--- src/gtw_pkg.sv ---
`timescale 1ns / 1ps
// ----------------------------------------------------------------------------
// gtw_pkg
// Shared types and constants of the greedy text line wrapper.
// ----------------------------------------------------------------------------
package gtw_pkg;

   // largest line the stores can hold
   localparam int MAX_LINE_CHARS_DEF = 32;

   // field widths
   localparam int CHAR_W  = 8;
   localparam int NUM_W   = 16;
   localparam int WIDTH_W = 8;

   typedef logic [CHAR_W-1:0]  char_type;
   typedef logic [NUM_W-1:0]   line_num_type;
   typedef logic [WIDTH_W-1:0] width_type;

   // text bytes with a meaning of their own
   localparam char_type CH_CR  = 8'h0D;
   localparam char_type CH_LF  = 8'h0A;
   localparam char_type CH_SP  = 8'h20;
   localparam char_type CH_TAB = 8'h09;

   // line counter limit, also the line number of the error result
   localparam line_num_type LINE_NUM_MAX = 16'hFFFF;

   // line width after reset
   localparam width_type WIDTH_RESET = 8'd1;

   // result queue
   localparam int RSP_FIFO_DEPTH = 2;
   localparam int PTR_W = $clog2(RSP_FIFO_DEPTH);
   localparam int CNT_W = $clog2(RSP_FIFO_DEPTH + 1);

   // one result item
   typedef struct packed {
      char_type     char_out;
      logic         char_valid;
      logic         line_end;
      line_num_type line_number;
      logic         done_res;
      logic         overflow_error;
      logic         last_of_run;
   } rsp_item_type;

   // result queue status seen by the sequencer
   typedef struct packed {
      logic [CNT_W-1:0] count;
      logic             pop;
   } fifo_stat_type;

endpackage

--- src/gtw_if.sv ---
`timescale 1ns / 1ps
// ----------------------------------------------------------------------------
// gtw_if
// Valid/ready channels of the wrapper: text bytes in, line characters out.
// ----------------------------------------------------------------------------
interface gtw_req_if;
   import gtw_pkg::*;

   logic     valid;
   logic     ready;
   char_type char_in;
   logic     end_of_text;

   modport source (output valid, char_in, end_of_text, input ready);
   modport sink   (input valid, char_in, end_of_text, output ready);
endinterface

interface gtw_rsp_if;
   import gtw_pkg::*;

   logic         valid;
   logic         ready;
   char_type     char_out;
   logic         char_valid;
   logic         line_end;
   line_num_type line_number;
   logic         done_res;
   logic         overflow_error;
   logic         last_of_run;

   modport source (output valid, char_out, char_valid, line_end, line_number, done_res,
                   overflow_error, last_of_run, input ready);
   modport sink   (input valid, char_out, char_valid, line_end, line_number, done_res,
                   overflow_error, last_of_run, output ready);
endinterface

--- src/greedy_text_line_wrapper_top.sv ---
`timescale 1ns / 1ps
// ----------------------------------------------------------------------------
// greedy_text_line_wrapper_top
// Greedy word wrapper over a byte stream, built around a line store and a
// word store.
// ----------------------------------------------------------------------------
// A byte that only extends the current word goes into the word store. A separator
// copies the held word into the line store one character per cycle. Lines
// leave one character per cycle through the store read port and a two-entry
// result queue while the result side takes them. The next byte is taken once
// the previous one has finished; no clearing pass runs after reset.
module greedy_text_line_wrapper_top #(
   parameter int MAX_LINE_CHARS = gtw_pkg::MAX_LINE_CHARS_DEF
) (
   input  logic               clock,
   input  logic               reset,
   gtw_req_if.sink            req_ch,
   gtw_rsp_if.source          rsp_ch,
   input  logic               csr_wr_en,
   input  gtw_pkg::width_type csr_wr_data
);
   import gtw_pkg::*;

   localparam int ADDR_W = (MAX_LINE_CHARS > 1) ? $clog2(MAX_LINE_CHARS) : 1;

   logic              line_we, line_re, word_we, word_re;
   logic [ADDR_W-1:0] line_waddr, line_raddr, word_waddr, word_raddr;
   char_type          line_wdata, line_rdata, word_wdata, word_rdata;
   logic              push;
   rsp_item_type      push_item;
   fifo_stat_type     fifo_stat;

   // sequencer
   gtw_seq #(.MAX_LINE_CHARS(MAX_LINE_CHARS)) u_seq (
      .clock       (clock),
      .reset       (reset),
      .req         (req_ch),
      .csr_wr_en   (csr_wr_en),
      .csr_wr_data (csr_wr_data),
      .fifo_stat   (fifo_stat),
      .push        (push),
      .push_item   (push_item),
      .line_we     (line_we),
      .line_waddr  (line_waddr),
      .line_wdata  (line_wdata),
      .line_re     (line_re),
      .line_raddr  (line_raddr),
      .line_rdata  (line_rdata),
      .word_we     (word_we),
      .word_waddr  (word_waddr),
      .word_wdata  (word_wdata),
      .word_re     (word_re),
      .word_raddr  (word_raddr),
      .word_rdata  (word_rdata)
   );

   // line store
   gtw_ram #(.DEPTH(MAX_LINE_CHARS)) u_line_ram (
      .clock (clock),
      .we    (line_we),
      .waddr (line_waddr),
      .wdata (line_wdata),
      .re    (line_re),
      .raddr (line_raddr),
      .rdata (line_rdata)
   );

   // word store
   gtw_ram #(.DEPTH(MAX_LINE_CHARS)) u_word_ram (
      .clock (clock),
      .we    (word_we),
      .waddr (word_waddr),
      .wdata (word_wdata),
      .re    (word_re),
      .raddr (word_raddr),
      .rdata (word_rdata)
   );

   // result queue
   gtw_rsp_fifo u_rsp_fifo (
      .clock     (clock),
      .reset     (reset),
      .push      (push),
      .push_item (push_item),
      .stat      (fifo_stat),
      .rsp       (rsp_ch)
   );

   // queue never written while full and not draining
   a_no_overrun: assert property (@(posedge clock) disable iff (reset)
      push |-> (fifo_stat.count != CNT_W'(RSP_FIFO_DEPTH)) || fifo_stat.pop)
      else $error("result queue overrun");

   // line store is never written and read in the same cycle
   a_line_port: assert property (@(posedge clock) disable iff (reset)
      line_we |-> !line_re)
      else $error("line store write and read collide");

   // word store is never written and read in the same cycle
   a_word_port: assert property (@(posedge clock) disable iff (reset)
      word_we |-> !word_re)
      else $error("word store write and read collide");

   // every result flagged as overflow carries the saturated line number
   a_error_number: assert property (@(posedge clock) disable iff (reset)
      (push && push_item.overflow_error) |-> (push_item.line_number == LINE_NUM_MAX))
      else $error("overflow result with wrong line number");

endmodule

--- src/gtw_ram.sv ---
`timescale 1ns / 1ps
// ----------------------------------------------------------------------------
// gtw_ram
// Character store: one write port, one read port, registered read data.
// ----------------------------------------------------------------------------
module gtw_ram #(
   parameter int DEPTH = gtw_pkg::MAX_LINE_CHARS_DEF,
   localparam int ADDR_W = (DEPTH > 1) ? $clog2(DEPTH) : 1
) (
   input  logic               clock,
   input  logic               we,
   input  logic [ADDR_W-1:0]  waddr,
   input  gtw_pkg::char_type  wdata,
   input  logic               re,
   input  logic [ADDR_W-1:0]  raddr,
   output gtw_pkg::char_type  rdata
);
   import gtw_pkg::*;

   char_type mem_ff [DEPTH];
   char_type rdata_ff;

   // write and registered read
   always_ff @(posedge clock) begin
      if (we) begin
         mem_ff[waddr] <= wdata;
      end
      if (re) begin
         rdata_ff <= mem_ff[raddr];
      end
   end

   assign rdata = rdata_ff;

endmodule

--- src/gtw_rsp_fifo.sv ---
`timescale 1ns / 1ps
// ----------------------------------------------------------------------------
// gtw_rsp_fifo
// Small result queue that decouples the sequencer from the result channel.
// ----------------------------------------------------------------------------
module gtw_rsp_fifo (
   input  logic                  clock,
   input  logic                  reset,
   input  logic                  push,
   input  gtw_pkg::rsp_item_type push_item,
   output gtw_pkg::fifo_stat_type stat,
   gtw_rsp_if.source             rsp
);
   import gtw_pkg::*;

   rsp_item_type     entry_ff [RSP_FIFO_DEPTH];
   logic [PTR_W-1:0] wr_ptr_ff, wr_ptr_in;
   logic [PTR_W-1:0] rd_ptr_ff, rd_ptr_in;
   logic [CNT_W-1:0] count_ff, count_in;
   logic             pop;
   rsp_item_type     head;

   assign pop = rsp.ready && (count_ff != '0);

   // pointer and fill bookkeeping
   always_comb begin
      wr_ptr_in = push ? wr_ptr_ff + PTR_W'(1) : wr_ptr_ff;
      rd_ptr_in = pop ? rd_ptr_ff + PTR_W'(1) : rd_ptr_ff;
      count_in  = count_ff + CNT_W'(push) - CNT_W'(pop);
   end

   always_ff @(posedge clock) begin
      if (reset) begin
         wr_ptr_ff <= '0;
         rd_ptr_ff <= '0;
         count_ff  <= '0;
      end else begin
         wr_ptr_ff <= wr_ptr_in;
         rd_ptr_ff <= rd_ptr_in;
         count_ff  <= count_in;
      end
   end

   // entry storage
   always_ff @(posedge clock) begin
      if (push) begin
         entry_ff[wr_ptr_ff] <= push_item;
      end
   end

   // head of queue onto the channel
   assign head               = entry_ff[rd_ptr_ff];
   assign rsp.valid          = (count_ff != '0);
   assign rsp.char_out       = head.char_out;
   assign rsp.char_valid     = head.char_valid;
   assign rsp.line_end       = head.line_end;
   assign rsp.line_number    = head.line_number;
   assign rsp.done_res       = head.done_res;
   assign rsp.overflow_error = head.overflow_error;
   assign rsp.last_of_run    = head.last_of_run;

   assign stat.count = count_ff;
   assign stat.pop   = pop;

endmodule

--- src/gtw_seq.sv ---
`timescale 1ns / 1ps
// ----------------------------------------------------------------------------
// gtw_seq
// Wrapping sequencer: classifies each byte, moves words into the line store
// and streams lines out of the stores into the result queue.
// ----------------------------------------------------------------------------
module gtw_seq #(
   parameter int MAX_LINE_CHARS = gtw_pkg::MAX_LINE_CHARS_DEF,
   localparam int ADDR_W = (MAX_LINE_CHARS > 1) ? $clog2(MAX_LINE_CHARS) : 1
) (
   input  logic                   clock,
   input  logic                   reset,
   gtw_req_if.sink                req,
   input  logic                   csr_wr_en,
   input  gtw_pkg::width_type     csr_wr_data,
   input  gtw_pkg::fifo_stat_type fifo_stat,
   output logic                   push,
   output gtw_pkg::rsp_item_type  push_item,
   output logic                   line_we,
   output logic [ADDR_W-1:0]      line_waddr,
   output gtw_pkg::char_type      line_wdata,
   output logic                   line_re,
   output logic [ADDR_W-1:0]      line_raddr,
   input  gtw_pkg::char_type      line_rdata,
   output logic                   word_we,
   output logic [ADDR_W-1:0]      word_waddr,
   output gtw_pkg::char_type      word_wdata,
   output logic                   word_re,
   output logic [ADDR_W-1:0]      word_raddr,
   input  gtw_pkg::char_type      word_rdata
);
   import gtw_pkg::*;

   localparam int LEN_W = $clog2(MAX_LINE_CHARS + 1);
   localparam int SUM_W = LEN_W + 1;
   localparam int CR_W  = CNT_W + 1;

   typedef enum logic [7:0] {
      ST_IDLE     = 8'b0000_0001,
      ST_PLACE    = 8'b0000_0010,
      ST_SPACE    = 8'b0000_0100,
      ST_COPY     = 8'b0000_1000,
      ST_EMIT     = 8'b0001_0000,
      ST_WORD_OUT = 8'b0010_0000,
      ST_CHAR_WR  = 8'b0100_0000,
      ST_REPORT   = 8'b1000_0000
   } state_type;

   typedef enum logic [1:0] {
      KIND_CHAR,
      KIND_BLANK,
      KIND_NEWLINE,
      KIND_END
   } kind_type;

   // what to stream and where to go afterwards
   typedef struct packed {
      logic      word;
      logic      last;
      state_type ret;
   } emit_cfg_type;

   // result held in a register until its store read data is back
   typedef struct packed {
      logic         char_valid;
      logic         line_end;
      line_num_type line_number;
      logic         done_res;
      logic         overflow_error;
      logic         last_of_run;
      logic         from_word;
   } tag_type;

   state_type          state_ff, state_in;
   kind_type           kind_ff, kind_in;
   char_type           text_ff, text_in;
   logic [LEN_W-1:0]   line_fill_ff, line_fill_in;
   logic [LEN_W-1:0]   word_fill_ff, word_fill_in;
   line_num_type       counter_ff, counter_in;
   logic               error_ff, error_in;
   width_type          width_ff, width_in;
   emit_cfg_type       em_ff, em_in;
   logic [LEN_W-1:0]   em_idx_ff, em_idx_in;
   logic [LEN_W-1:0]   cp_rd_ff, cp_rd_in;
   logic               cp_pend_ff, cp_pend_in;
   logic [ADDR_W-1:0]  cp_waddr_ff, cp_waddr_in;
   logic               tag_vld_ff, tag_vld_in;
   tag_type            tag_ff, tag_in;

   logic [LEN_W-1:0]   w_eff;
   logic               line_nz;
   logic               word_full;
   logic               place_over;
   logic               char_over;
   logic               credit_ok;
   logic [LEN_W-1:0]   em_len;
   logic               em_end;
   logic               ap_line_nz;
   logic               ap_emit;
   emit_cfg_type       ap_cfg;
   state_type          ap_next;
   logic [LEN_W-1:0]   cp_sum;

   // effective width, clamped to 1..MAX_LINE_CHARS
   always_comb begin
      if (width_ff == '0) begin
         w_eff = LEN_W'(1);
      end else if (width_ff > WIDTH_W'(MAX_LINE_CHARS)) begin
         w_eff = LEN_W'(MAX_LINE_CHARS);
      end else begin
         w_eff = LEN_W'(width_ff);
      end
   end

   // fit checks
   assign line_nz    = (line_fill_ff != '0);
   assign word_full  = (word_fill_ff >= w_eff);
   assign place_over = line_nz &&
      ((SUM_W'(line_fill_ff) + SUM_W'(word_fill_ff) + SUM_W'(1)) > SUM_W'(MAX_LINE_CHARS));
   assign char_over  = line_nz &&
      ((SUM_W'(line_fill_ff) + SUM_W'(word_fill_ff) + SUM_W'(2)) > SUM_W'(w_eff));

   // room in the queue for one more result, counting the one in flight
   assign credit_ok = ((CR_W'(fifo_stat.count) + CR_W'(tag_vld_ff)) - CR_W'(fifo_stat.pop))
                      < CR_W'(RSP_FIFO_DEPTH);

   // current emission length and last-character detect
   assign em_len = em_ff.word ? word_fill_ff : line_fill_ff;
   assign em_end = (em_idx_ff == (em_len - LEN_W'(1)));

   // copy destination address
   assign cp_sum = line_fill_ff + cp_rd_ff;

   // follow-up once a word has been placed
   assign ap_line_nz = (state_ff == ST_COPY) || line_nz;
   always_comb begin
      ap_emit = 1'b0;
      ap_cfg  = '{word: 1'b0, last: 1'b1, ret: ST_IDLE};
      ap_next = ST_IDLE;
      case (kind_ff)
         KIND_NEWLINE: begin
            ap_emit = 1'b1;
         end
         KIND_END: begin
            ap_next = ST_REPORT;
            if (ap_line_nz) begin
               ap_emit = 1'b1;
               ap_cfg  = '{word: 1'b0, last: 1'b0, ret: ST_REPORT};
            end
         end
         default: begin
            ap_next = ST_IDLE;
         end
      endcase
   end

   assign req.ready = (state_ff == ST_IDLE);

   // main sequencer
   always_comb begin
      state_in     = state_ff;
      kind_in      = kind_ff;
      text_in      = text_ff;
      line_fill_in = line_fill_ff;
      word_fill_in = word_fill_ff;
      counter_in   = counter_ff;
      error_in     = error_ff;
      width_in     = csr_wr_en ? csr_wr_data : width_ff;
      em_in        = em_ff;
      em_idx_in    = em_idx_ff;
      cp_rd_in     = cp_rd_ff;
      cp_pend_in   = 1'b0;
      cp_waddr_in  = cp_waddr_ff;
      tag_vld_in   = 1'b0;
      tag_in       = tag_ff;
      line_we      = 1'b0;
      line_waddr   = '0;
      line_wdata   = '0;
      line_re      = 1'b0;
      line_raddr   = '0;
      word_we      = 1'b0;
      word_waddr   = '0;
      word_wdata   = '0;
      word_re      = 1'b0;
      word_raddr   = '0;

      case (state_ff)
         ST_IDLE: begin
            if (req.valid) begin
               text_in = req.char_in;
               if (req.end_of_text) begin
                  kind_in = KIND_END;
               end else if (req.char_in == CH_SP || req.char_in == CH_TAB ||
                            req.char_in == CH_CR) begin
                  kind_in = KIND_BLANK;
               end else if (req.char_in == CH_LF) begin
                  kind_in = KIND_NEWLINE;
               end else begin
                  kind_in = KIND_CHAR;
               end

               if (error_ff) begin
                  // only the end item answers once the count overflowed
                  if (req.end_of_text) begin
                     state_in = ST_REPORT;
                  end
               end else if (req.end_of_text || req.char_in == CH_SP ||
                            req.char_in == CH_TAB || req.char_in == CH_CR ||
                            req.char_in == CH_LF) begin
                  state_in = ST_PLACE;
               end else if (word_full) begin
                  // held word has reached the width: out it goes first
                  em_idx_in = '0;
                  state_in  = ST_EMIT;
                  if (line_nz) begin
                     em_in = '{word: 1'b0, last: 1'b0, ret: ST_WORD_OUT};
                  end else begin
                     em_in = '{word: 1'b1, last: 1'b1, ret: ST_CHAR_WR};
                  end
               end else begin
                  state_in = ST_CHAR_WR;
               end
            end
         end

         ST_WORD_OUT: begin
            em_in     = '{word: 1'b1, last: 1'b1, ret: ST_CHAR_WR};
            em_idx_in = '0;
            state_in  = ST_EMIT;
         end

         ST_CHAR_WR: begin
            // append the byte to the word, early flush when it cannot fit
            word_we      = 1'b1;
            word_waddr   = word_fill_ff[ADDR_W-1:0];
            word_wdata   = text_ff;
            word_fill_in = word_fill_ff + LEN_W'(1);
            if (char_over) begin
               em_in     = '{word: 1'b0, last: 1'b1, ret: ST_IDLE};
               em_idx_in = '0;
               state_in  = ST_EMIT;
            end else begin
               state_in = ST_IDLE;
            end
         end

         ST_PLACE: begin
            if (word_fill_ff == '0) begin
               if (ap_emit) begin
                  em_in     = ap_cfg;
                  em_idx_in = '0;
                  state_in  = ST_EMIT;
               end else begin
                  state_in = ap_next;
               end
            end else if (place_over) begin
               em_in     = '{word: 1'b0, last: (kind_ff == KIND_BLANK), ret: ST_SPACE};
               em_idx_in = '0;
               state_in  = ST_EMIT;
            end else begin
               state_in = ST_SPACE;
            end
         end

         ST_SPACE: begin
            if (line_nz) begin
               line_we      = 1'b1;
               line_waddr   = line_fill_ff[ADDR_W-1:0];
               line_wdata   = CH_SP;
               line_fill_in = line_fill_ff + LEN_W'(1);
            end
            cp_rd_in = '0;
            state_in = ST_COPY;
         end

         ST_COPY: begin
            // read word entry, write it to the line in the next cycle
            if (cp_pend_ff) begin
               line_we    = 1'b1;
               line_waddr = cp_waddr_ff;
               line_wdata = word_rdata;
            end
            if (cp_rd_ff != word_fill_ff) begin
               word_re     = 1'b1;
               word_raddr  = cp_rd_ff[ADDR_W-1:0];
               cp_rd_in    = cp_rd_ff + LEN_W'(1);
               cp_pend_in  = 1'b1;
               cp_waddr_in = cp_sum[ADDR_W-1:0];
            end else if (!cp_pend_ff) begin
               line_fill_in = line_fill_ff + word_fill_ff;
               word_fill_in = '0;
               if (ap_emit) begin
                  em_in     = ap_cfg;
                  em_idx_in = '0;
                  state_in  = ST_EMIT;
               end else begin
                  state_in = ap_next;
               end
            end
         end

         ST_EMIT: begin
            if (credit_ok) begin
               tag_vld_in = 1'b1;
               if (counter_ff == LINE_NUM_MAX) begin
                  // count overflow: one error result ends the item
                  tag_in   = '{char_valid: 1'b0, line_end: 1'b0, line_number: LINE_NUM_MAX,
                               done_res: 1'b0, overflow_error: 1'b1, last_of_run: 1'b1,
                               from_word: 1'b0};
                  error_in = 1'b1;
                  state_in = ST_IDLE;
               end else if (em_len == '0) begin
                  // empty line
                  tag_in     = '{char_valid: 1'b0, line_end: 1'b1, line_number: counter_ff,
                                 done_res: 1'b0, overflow_error: 1'b0, last_of_run: em_ff.last,
                                 from_word: 1'b0};
                  counter_in = counter_ff + line_num_type'(1);
                  state_in   = em_ff.ret;
               end else begin
                  if (em_ff.word) begin
                     word_re    = 1'b1;
                     word_raddr = em_idx_ff[ADDR_W-1:0];
                  end else begin
                     line_re    = 1'b1;
                     line_raddr = em_idx_ff[ADDR_W-1:0];
                  end
                  tag_in    = '{char_valid: 1'b1, line_end: em_end, line_number: counter_ff,
                                done_res: 1'b0, overflow_error: 1'b0,
                                last_of_run: em_ff.last && em_end, from_word: em_ff.word};
                  em_idx_in = em_idx_ff + LEN_W'(1);
                  if (em_end) begin
                     counter_in = counter_ff + line_num_type'(1);
                     em_idx_in  = '0;
                     if (em_ff.word) begin
                        word_fill_in = '0;
                     end else begin
                        line_fill_in = '0;
                     end
                     state_in = em_ff.ret;
                  end
               end
            end
         end

         ST_REPORT: begin
            if (credit_ok) begin
               tag_vld_in = 1'b1;
               tag_in     = '{char_valid: 1'b0, line_end: 1'b0,
                              line_number: error_ff ? LINE_NUM_MAX : counter_ff,
                              done_res: 1'b1, overflow_error: error_ff, last_of_run: 1'b1,
                              from_word: 1'b0};
               if (!error_ff) begin
                  line_fill_in = '0;
                  word_fill_in = '0;
                  counter_in   = '0;
               end
               state_in = ST_IDLE;
            end
         end

         default: begin
            state_in = ST_IDLE;
         end
      endcase
   end

   // control registers
   always_ff @(posedge clock) begin
      if (reset) begin
         state_ff     <= ST_IDLE;
         line_fill_ff <= '0;
         word_fill_ff <= '0;
         counter_ff   <= '0;
         error_ff     <= 1'b0;
         width_ff     <= WIDTH_RESET;
         tag_vld_ff   <= 1'b0;
         cp_pend_ff   <= 1'b0;
      end else begin
         state_ff     <= state_in;
         line_fill_ff <= line_fill_in;
         word_fill_ff <= word_fill_in;
         counter_ff   <= counter_in;
         error_ff     <= error_in;
         width_ff     <= width_in;
         tag_vld_ff   <= tag_vld_in;
         cp_pend_ff   <= cp_pend_in;
      end
   end

   // payload registers
   always_ff @(posedge clock) begin
      kind_ff     <= kind_in;
      text_ff     <= text_in;
      em_ff       <= em_in;
      em_idx_ff   <= em_idx_in;
      cp_rd_ff    <= cp_rd_in;
      cp_waddr_ff <= cp_waddr_in;
      tag_ff      <= tag_in;
   end

   // result assembly once the store data is back
   assign push = tag_vld_ff;
   always_comb begin
      push_item.char_out = '0;
      if (tag_ff.char_valid) begin
         push_item.char_out = tag_ff.from_word ? word_rdata : line_rdata;
      end
      push_item.char_valid     = tag_ff.char_valid;
      push_item.line_end       = tag_ff.line_end;
      push_item.line_number    = tag_ff.line_number;
      push_item.done_res       = tag_ff.done_res;
      push_item.overflow_error = tag_ff.overflow_error;
      push_item.last_of_run    = tag_ff.last_of_run;
   end

endmodule

--- src/flat_wrapper.sv ---
// flat-port wrapper written by rule: the top's interface ports become plain ports
module greedy_text_line_wrapper_top_flat import gtw_pkg::*;
#(
   parameter int MAX_LINE_CHARS = gtw_pkg::MAX_LINE_CHARS_DEF
)
  (clock, reset, csr_wr_en, csr_wr_data, req_ch_valid, req_ch_char_in, req_ch_end_of_text, req_ch_ready, rsp_ch_valid, rsp_ch_char_out, rsp_ch_char_valid, rsp_ch_line_end, rsp_ch_line_number, rsp_ch_done_res, rsp_ch_overflow_error, rsp_ch_last_of_run, rsp_ch_ready);
  gtw_req_if req_ch_i ();
  gtw_rsp_if rsp_ch_i ();
  input  logic clock;
  input  logic reset;
  input  logic csr_wr_en;
  input  gtw_pkg::width_type csr_wr_data;
  input wire logic [$bits(req_ch_i.valid)-1:0] req_ch_valid;
  input wire logic [$bits(req_ch_i.char_in)-1:0] req_ch_char_in;
  input wire logic [$bits(req_ch_i.end_of_text)-1:0] req_ch_end_of_text;
  output wire logic [$bits(req_ch_i.ready)-1:0] req_ch_ready;
  output wire logic [$bits(rsp_ch_i.valid)-1:0] rsp_ch_valid;
  output wire logic [$bits(rsp_ch_i.char_out)-1:0] rsp_ch_char_out;
  output wire logic [$bits(rsp_ch_i.char_valid)-1:0] rsp_ch_char_valid;
  output wire logic [$bits(rsp_ch_i.line_end)-1:0] rsp_ch_line_end;
  output wire logic [$bits(rsp_ch_i.line_number)-1:0] rsp_ch_line_number;
  output wire logic [$bits(rsp_ch_i.done_res)-1:0] rsp_ch_done_res;
  output wire logic [$bits(rsp_ch_i.overflow_error)-1:0] rsp_ch_overflow_error;
  output wire logic [$bits(rsp_ch_i.last_of_run)-1:0] rsp_ch_last_of_run;
  input wire logic [$bits(rsp_ch_i.ready)-1:0] rsp_ch_ready;
  assign req_ch_i.valid = req_ch_valid;
  assign req_ch_i.char_in = req_ch_char_in;
  assign req_ch_i.end_of_text = req_ch_end_of_text;
  assign req_ch_ready = req_ch_i.ready;
  assign rsp_ch_valid = rsp_ch_i.valid;
  assign rsp_ch_char_out = rsp_ch_i.char_out;
  assign rsp_ch_char_valid = rsp_ch_i.char_valid;
  assign rsp_ch_line_end = rsp_ch_i.line_end;
  assign rsp_ch_line_number = rsp_ch_i.line_number;
  assign rsp_ch_done_res = rsp_ch_i.done_res;
  assign rsp_ch_overflow_error = rsp_ch_i.overflow_error;
  assign rsp_ch_last_of_run = rsp_ch_i.last_of_run;
  assign rsp_ch_i.ready = rsp_ch_ready;
  greedy_text_line_wrapper_top #(.MAX_LINE_CHARS(MAX_LINE_CHARS)) u_core (.clock(clock), .reset(reset), .req_ch(req_ch_i), .rsp_ch(rsp_ch_i), .csr_wr_en(csr_wr_en), .csr_wr_data(csr_wr_data));
endmodule
--- config.mk ---
export PLATFORM = sky130hd
export DESIGN_NAME = greedy_text_line_wrapper_top_flat
export DESIGN_NICKNAME = d
export VERILOG_FILES = /design/src/gtw_pkg.sv /design/src/gtw_if.sv /design/src/greedy_text_line_wrapper_top.sv /design/src/gtw_ram.sv /design/src/gtw_rsp_fifo.sv /design/src/gtw_seq.sv /design/src/flat_wrapper.sv
export SDC_FILE = /design/constraint.sdc
export NUM_CORES = 1
export LEC_CHECK = 0
export BUFFER_PORTS_ARGS = -buffer_cell sky130_fd_sc_hd__buf_4
export CELL_PAD_IN_SITES_DETAIL_PLACEMENT = 0
export CELL_PAD_IN_SITES_GLOBAL_PLACEMENT = 1
export CORE_ASPECT_RATIO = 2
export CORE_MARGIN = 10
export CORE_UTILIZATION = 57
export CTS_CLUSTER_DIAMETER = 40
export DETAILED_ROUTE_END_ITERATION = 8
export PLACE_DENSITY_LB_ADDON = 0.1
export REMOVE_ABC_BUFFERS = 1
export SETUP_SLACK_MARGIN = 0.02
export SLEW_MARGIN = 40
export SYNTH_ARGS = -nofsm -noshare
export SYNTH_HDL_FRONTEND = slang
export SYNTH_SLANG_ARGS = --single-unit
--- constraint.sdc ---
create_clock -name clock -period 10.2 [get_ports clock]
set_input_delay 3.06 -clock clock [delete_from_list [all_inputs] [get_ports clock]]
set_output_delay 3.06 -clock clock [all_outputs]
set_load 0.01 [all_outputs]
==> flow_summary_export.csv <==
group,metric,value,unit
pwr,p_int,0.004807,W
routing,ant_nets,0,
sta,clock_skew,22.80,ps
sta,fmax,143.5,MHz
clock_tree,numClockSinks,697,
routing,wl_met1,26.57,mm
sta,drv_slew,0,
synthesis,synth_ff_type,"edfxtp_1",
pwr,pwr-share-comb,13.8,%
final_layout,drive_gt1_share,14.50,%
worst_setup_path,path_buf_inv,4,
synthesis,async_flop_share,0,%
placed_design,place_area,0.03116,mm^2
synthesis,synth-seq-cells,697,
clock_tree,htree_num_levels,2,
worst_setup_path,crit_path_end_kind,"register",
synthesis,synth-edff-count,645,
die,io_pins,53,
worst_setup_path,arrival,7430,ps
final_layout,syn_to_final_growth,10.76,%
final_layout,n_antenna_cell,0,
routing,met2_length,41.91,mm
worst_setup_path,ff2ff_setup_slack,5100,ps
clock_tree,cts_tree,"done",
global_route,grt_pass1_vias,18910,
sta,setup_ws,3231,ps
synthesis,syn-cell-area,0.03001,mm^2
die,num_rows,118,
pwr,leakage,11.31,nW
routing,drt_iter0_drc,1805,
synthesis,synthDistinctLibCells,88,
synthesis,syn_area_per_cell,13.92,um^2
worst_setup_path,start_kind,"primary input",
clock_tree,clk_latency,630,ps
final_layout,fillers,3881,
routing,routed_wl,78.86,mm
pwr,irDropWorstVdd,163.8,uV
routing,firstDrtPassIters,5,
placed_design,preCtsSetupSlack,2638,ps
sta,finalSetupViolCount,0,
worst_setup_path,cp.required,10660,ps
clock_tree,cts_root_buf,"clkbuf_16",
die,initial_core_util,57.74,%
placed_design,place_congestion,0.9485,
clock_tree,cts_made_buffers,61,
final_layout,final_common_cell,"edfxtp_1",
pwr,clkPwrFrac,36.5,%
sta,final.period_utilization,68.33,%
synthesis,synthCells,2156,
routing,vias,18650,
sta,worst_pin_slew,908.8,ps
job,maxCapViolCount,0,
placed_design,port_buffers,52,
worst_setup_path,critPathSlowestCell,"or2_2",
synthesis,yosysTopAreaCellShare,64.54,%
global_route,grt_pass1_wl,117.5,mm
clock_tree,cts_resized,0,
status,outcome,"complete, no violations",
clock_tree,clk_pin_slew,70,ps
die,die_x,182.2,um
global_route,grt_max_degree,125,
routing,via_per_inst,6.383,
routing,drc_errors,0,
clock_tree,ctsHoldBuffers,0,
final_layout,postLayoutCellArea,0.03324,mm^2
synthesis,yosysSeqAreaShare,68.01,%
die,fp.dieH,344.5,um
pwr,power.share.sequential,49.7,%
worst_hold_path,hold_class,"reg2reg",
global_route,track_usage,24.74,%
routing,dr_wl_met3,3.587,mm
sta,hold_viol_final,0,
worst_setup_path,critPathKind,"in2reg",
clock_tree,clockBufferDepth,3,
die,dieArea,0.06278,mm^2
pwr,p_sw,0.001679,W
global_route,antenna_found_initial,0,
die,core,0.05197,mm^2
worst_setup_path,critical_path.cell_chain,"buf_4 > and2_1 > ha_1 > inv_1 > ha_1 > inv_1 > fa_1 > xnor2_1 > nand4_2 > nor4_4 > or2_2 > buf_12 > a2111oi_0 > a211oi_1 > nand3_1 > nor3_1",
synthesis,yosysTopAreaCell,"edfxtp_1",
synthesis,yosysWarnings,0,
routing,top_layer_used,"met4",
sta,slew_headroom,39.15,%
worst_setup_path,cp_max_fo,37,
pwr,powerDensity,195.1,mW/mm^2
placed_design,hpwl,55.11,mm
final_layout,final_util,63.96,%
worst_setup_path,cpLargestDelayFamily,"simple AND/OR/NAND/NOR gates",
final_layout,mostFrequentLayoutCells,"645 x edfxtp_1, 215 x nand2_1, 156 x nor2_1",
final_layout,nets,2274,
sta,rsz0062_at_grt,"no",
clock_tree,cts_setup_buffers,0,
synthesis,synthTopCellsByArea,"edfxtp_1 65%, mux2i_1 3.5%, dfxtp_1 3.5%",
routing,routedWlPerCell,26.99,um
sta,period_minus_slack,6969,ps
global_route,grt_overflow,0,
pwr,p_total,0.006485,W
pwr,p_sw_share,25.88,%
worst_setup_path,slowest_delay,720,ps
[layer usage]
layer,vias to the layer above,track usage [%]
met2,745,45.08
met1,9227,25.28
met5,-,0
met3,285,2.875
li1,8395,-
met4,0,19.07
[final timing paths]
kind / startpoint / endpoint / cells past startpoint
setup reg to reg: u_core.u_rsp_fifo.count_ff[1] / u_core.u_word_ram.rdata[0] / 16
hold reg to reg: u_core.u_seq.push_item[1] / u_core.u_rsp_fifo.entry_ff[0][1] / 0
hold / removal: u_core.u_seq.push_item[1] / u_core.u_rsp_fifo.entry_ff[0][1] / 0
setup / recovery: rsp_ch_ready / u_core.u_word_ram.rdata[0] / 16
[sequential cells by signal, summed over array words and instances (netlist names), 5 cells and up, named ones only]
register                    cells
u_core.u_line_ram.mem_ff      256
u_core.u_word_ram.mem_ff      256
u_core.u_rsp_fifo.entry_ff     58
u_core.u_seq.push_item         21
u_core.u_seq.counter_ff        16
u_core.u_seq.em_ff             10
u_core.u_line_ram.rdata         8
u_core.u_seq.state_ff           8
u_core.u_seq.text_ff            8
u_core.u_seq.width_ff           8
u_core.u_word_ram.rdata         8
u_core.u_seq.cp_rd_ff           6
u_core.u_seq.em_idx_ff          6
u_core.u_seq.line_fill_ff       6
u_core.u_seq.word_fill_ff       6
u_core.u_seq.cp_waddr_ff        5
[cells by family after synthesis]
kind of cell,after synthesis,share of synthesized area [%]
AOI/OAI and AO/OA,347,7.905
xor gates and xnor gates,46,1.343
adders and majority gates,40,1.768
buffers and inverters,133,1.985
DFF,697,68.01
muxes,179,6.992
and+or+nand+nor,714,12.00
[synth_stat cells, types with 5 or more instances]
cell type  number
mux4_2         19
edfxtp_1      645
ha_1           36
and2_1         32
o221ai_1       23
nor2_1        171
dfxtp_1        52
o211ai_1       11
a31oi_1        15
o21ai_0        60
nor4b_1         5
a21oi_1        86
nor2b_1        19
o22ai_1         8
a22oi_1        19
a211oi_1        9
nand3_1        77
and3_1         23
xor2_1         17
a32oi_1        37
nor3b_1         9
buf_1           7
buf_2          22
xnor2_1        29
a221oi_1       20
nor4_1         12
nor3_1         29
nand2_1       216
a2111oi_0       6
nand2b_1       34
mux2i_1       105
mux2_2         55
nand4_1        23
or3_1           8
clkbuf_1       65
a21o_1         12
o21bai_1        5
and4_1          5
o31ai_1         7
inv_1          29
nand3b_1        5
[stage by stage]
| step | hold slack, ps | TNS (ps) | std cells |
|---|---|---|---|
| floorplan | 421.5 | -6882 | 2053 |
| global route | 454.5 | 0 | 2922 |
| finish | 451.1 | 0 | 2922 |
| global placement | 424.4 | 0 | 2807 |
| CTS | 454.2 | 0 | 2922 |
| detailed placement | 438.2 | 0 | 2809 |
[cell type report]
class | instances | area, um^2 | area share, %
well taps | 660 | 825.8 | 2.484
clock buffers | 75 | 1632 | 4.909
inverters | 30 | 112.6 | 0.3388
repair buffers | 96 | 757.0 | 2.277
clock inverters | 38 | 411.6 | 1.238
multi-input cells | 1326 | 9090 | 27.35
flip-flops and latches | 697 | 20410 | 61.40
[power by group through the flow]
stage / Combinational, W / Clock (W) / Sequential (W)
floorplan: 0.000496 / 0 / 0.00336
global placement: 0.000890 / 0 / 0.00328
detailed placement: 0.000899 / 0 / 0.00328
CTS: 0.000902 / 0.00240 / 0.00322
global route: 0.000973 / 0.00250 / 0.00323
finish: 0.000898 / 0.00237 / 0.00322
Power figures use the tool's default switching activity.
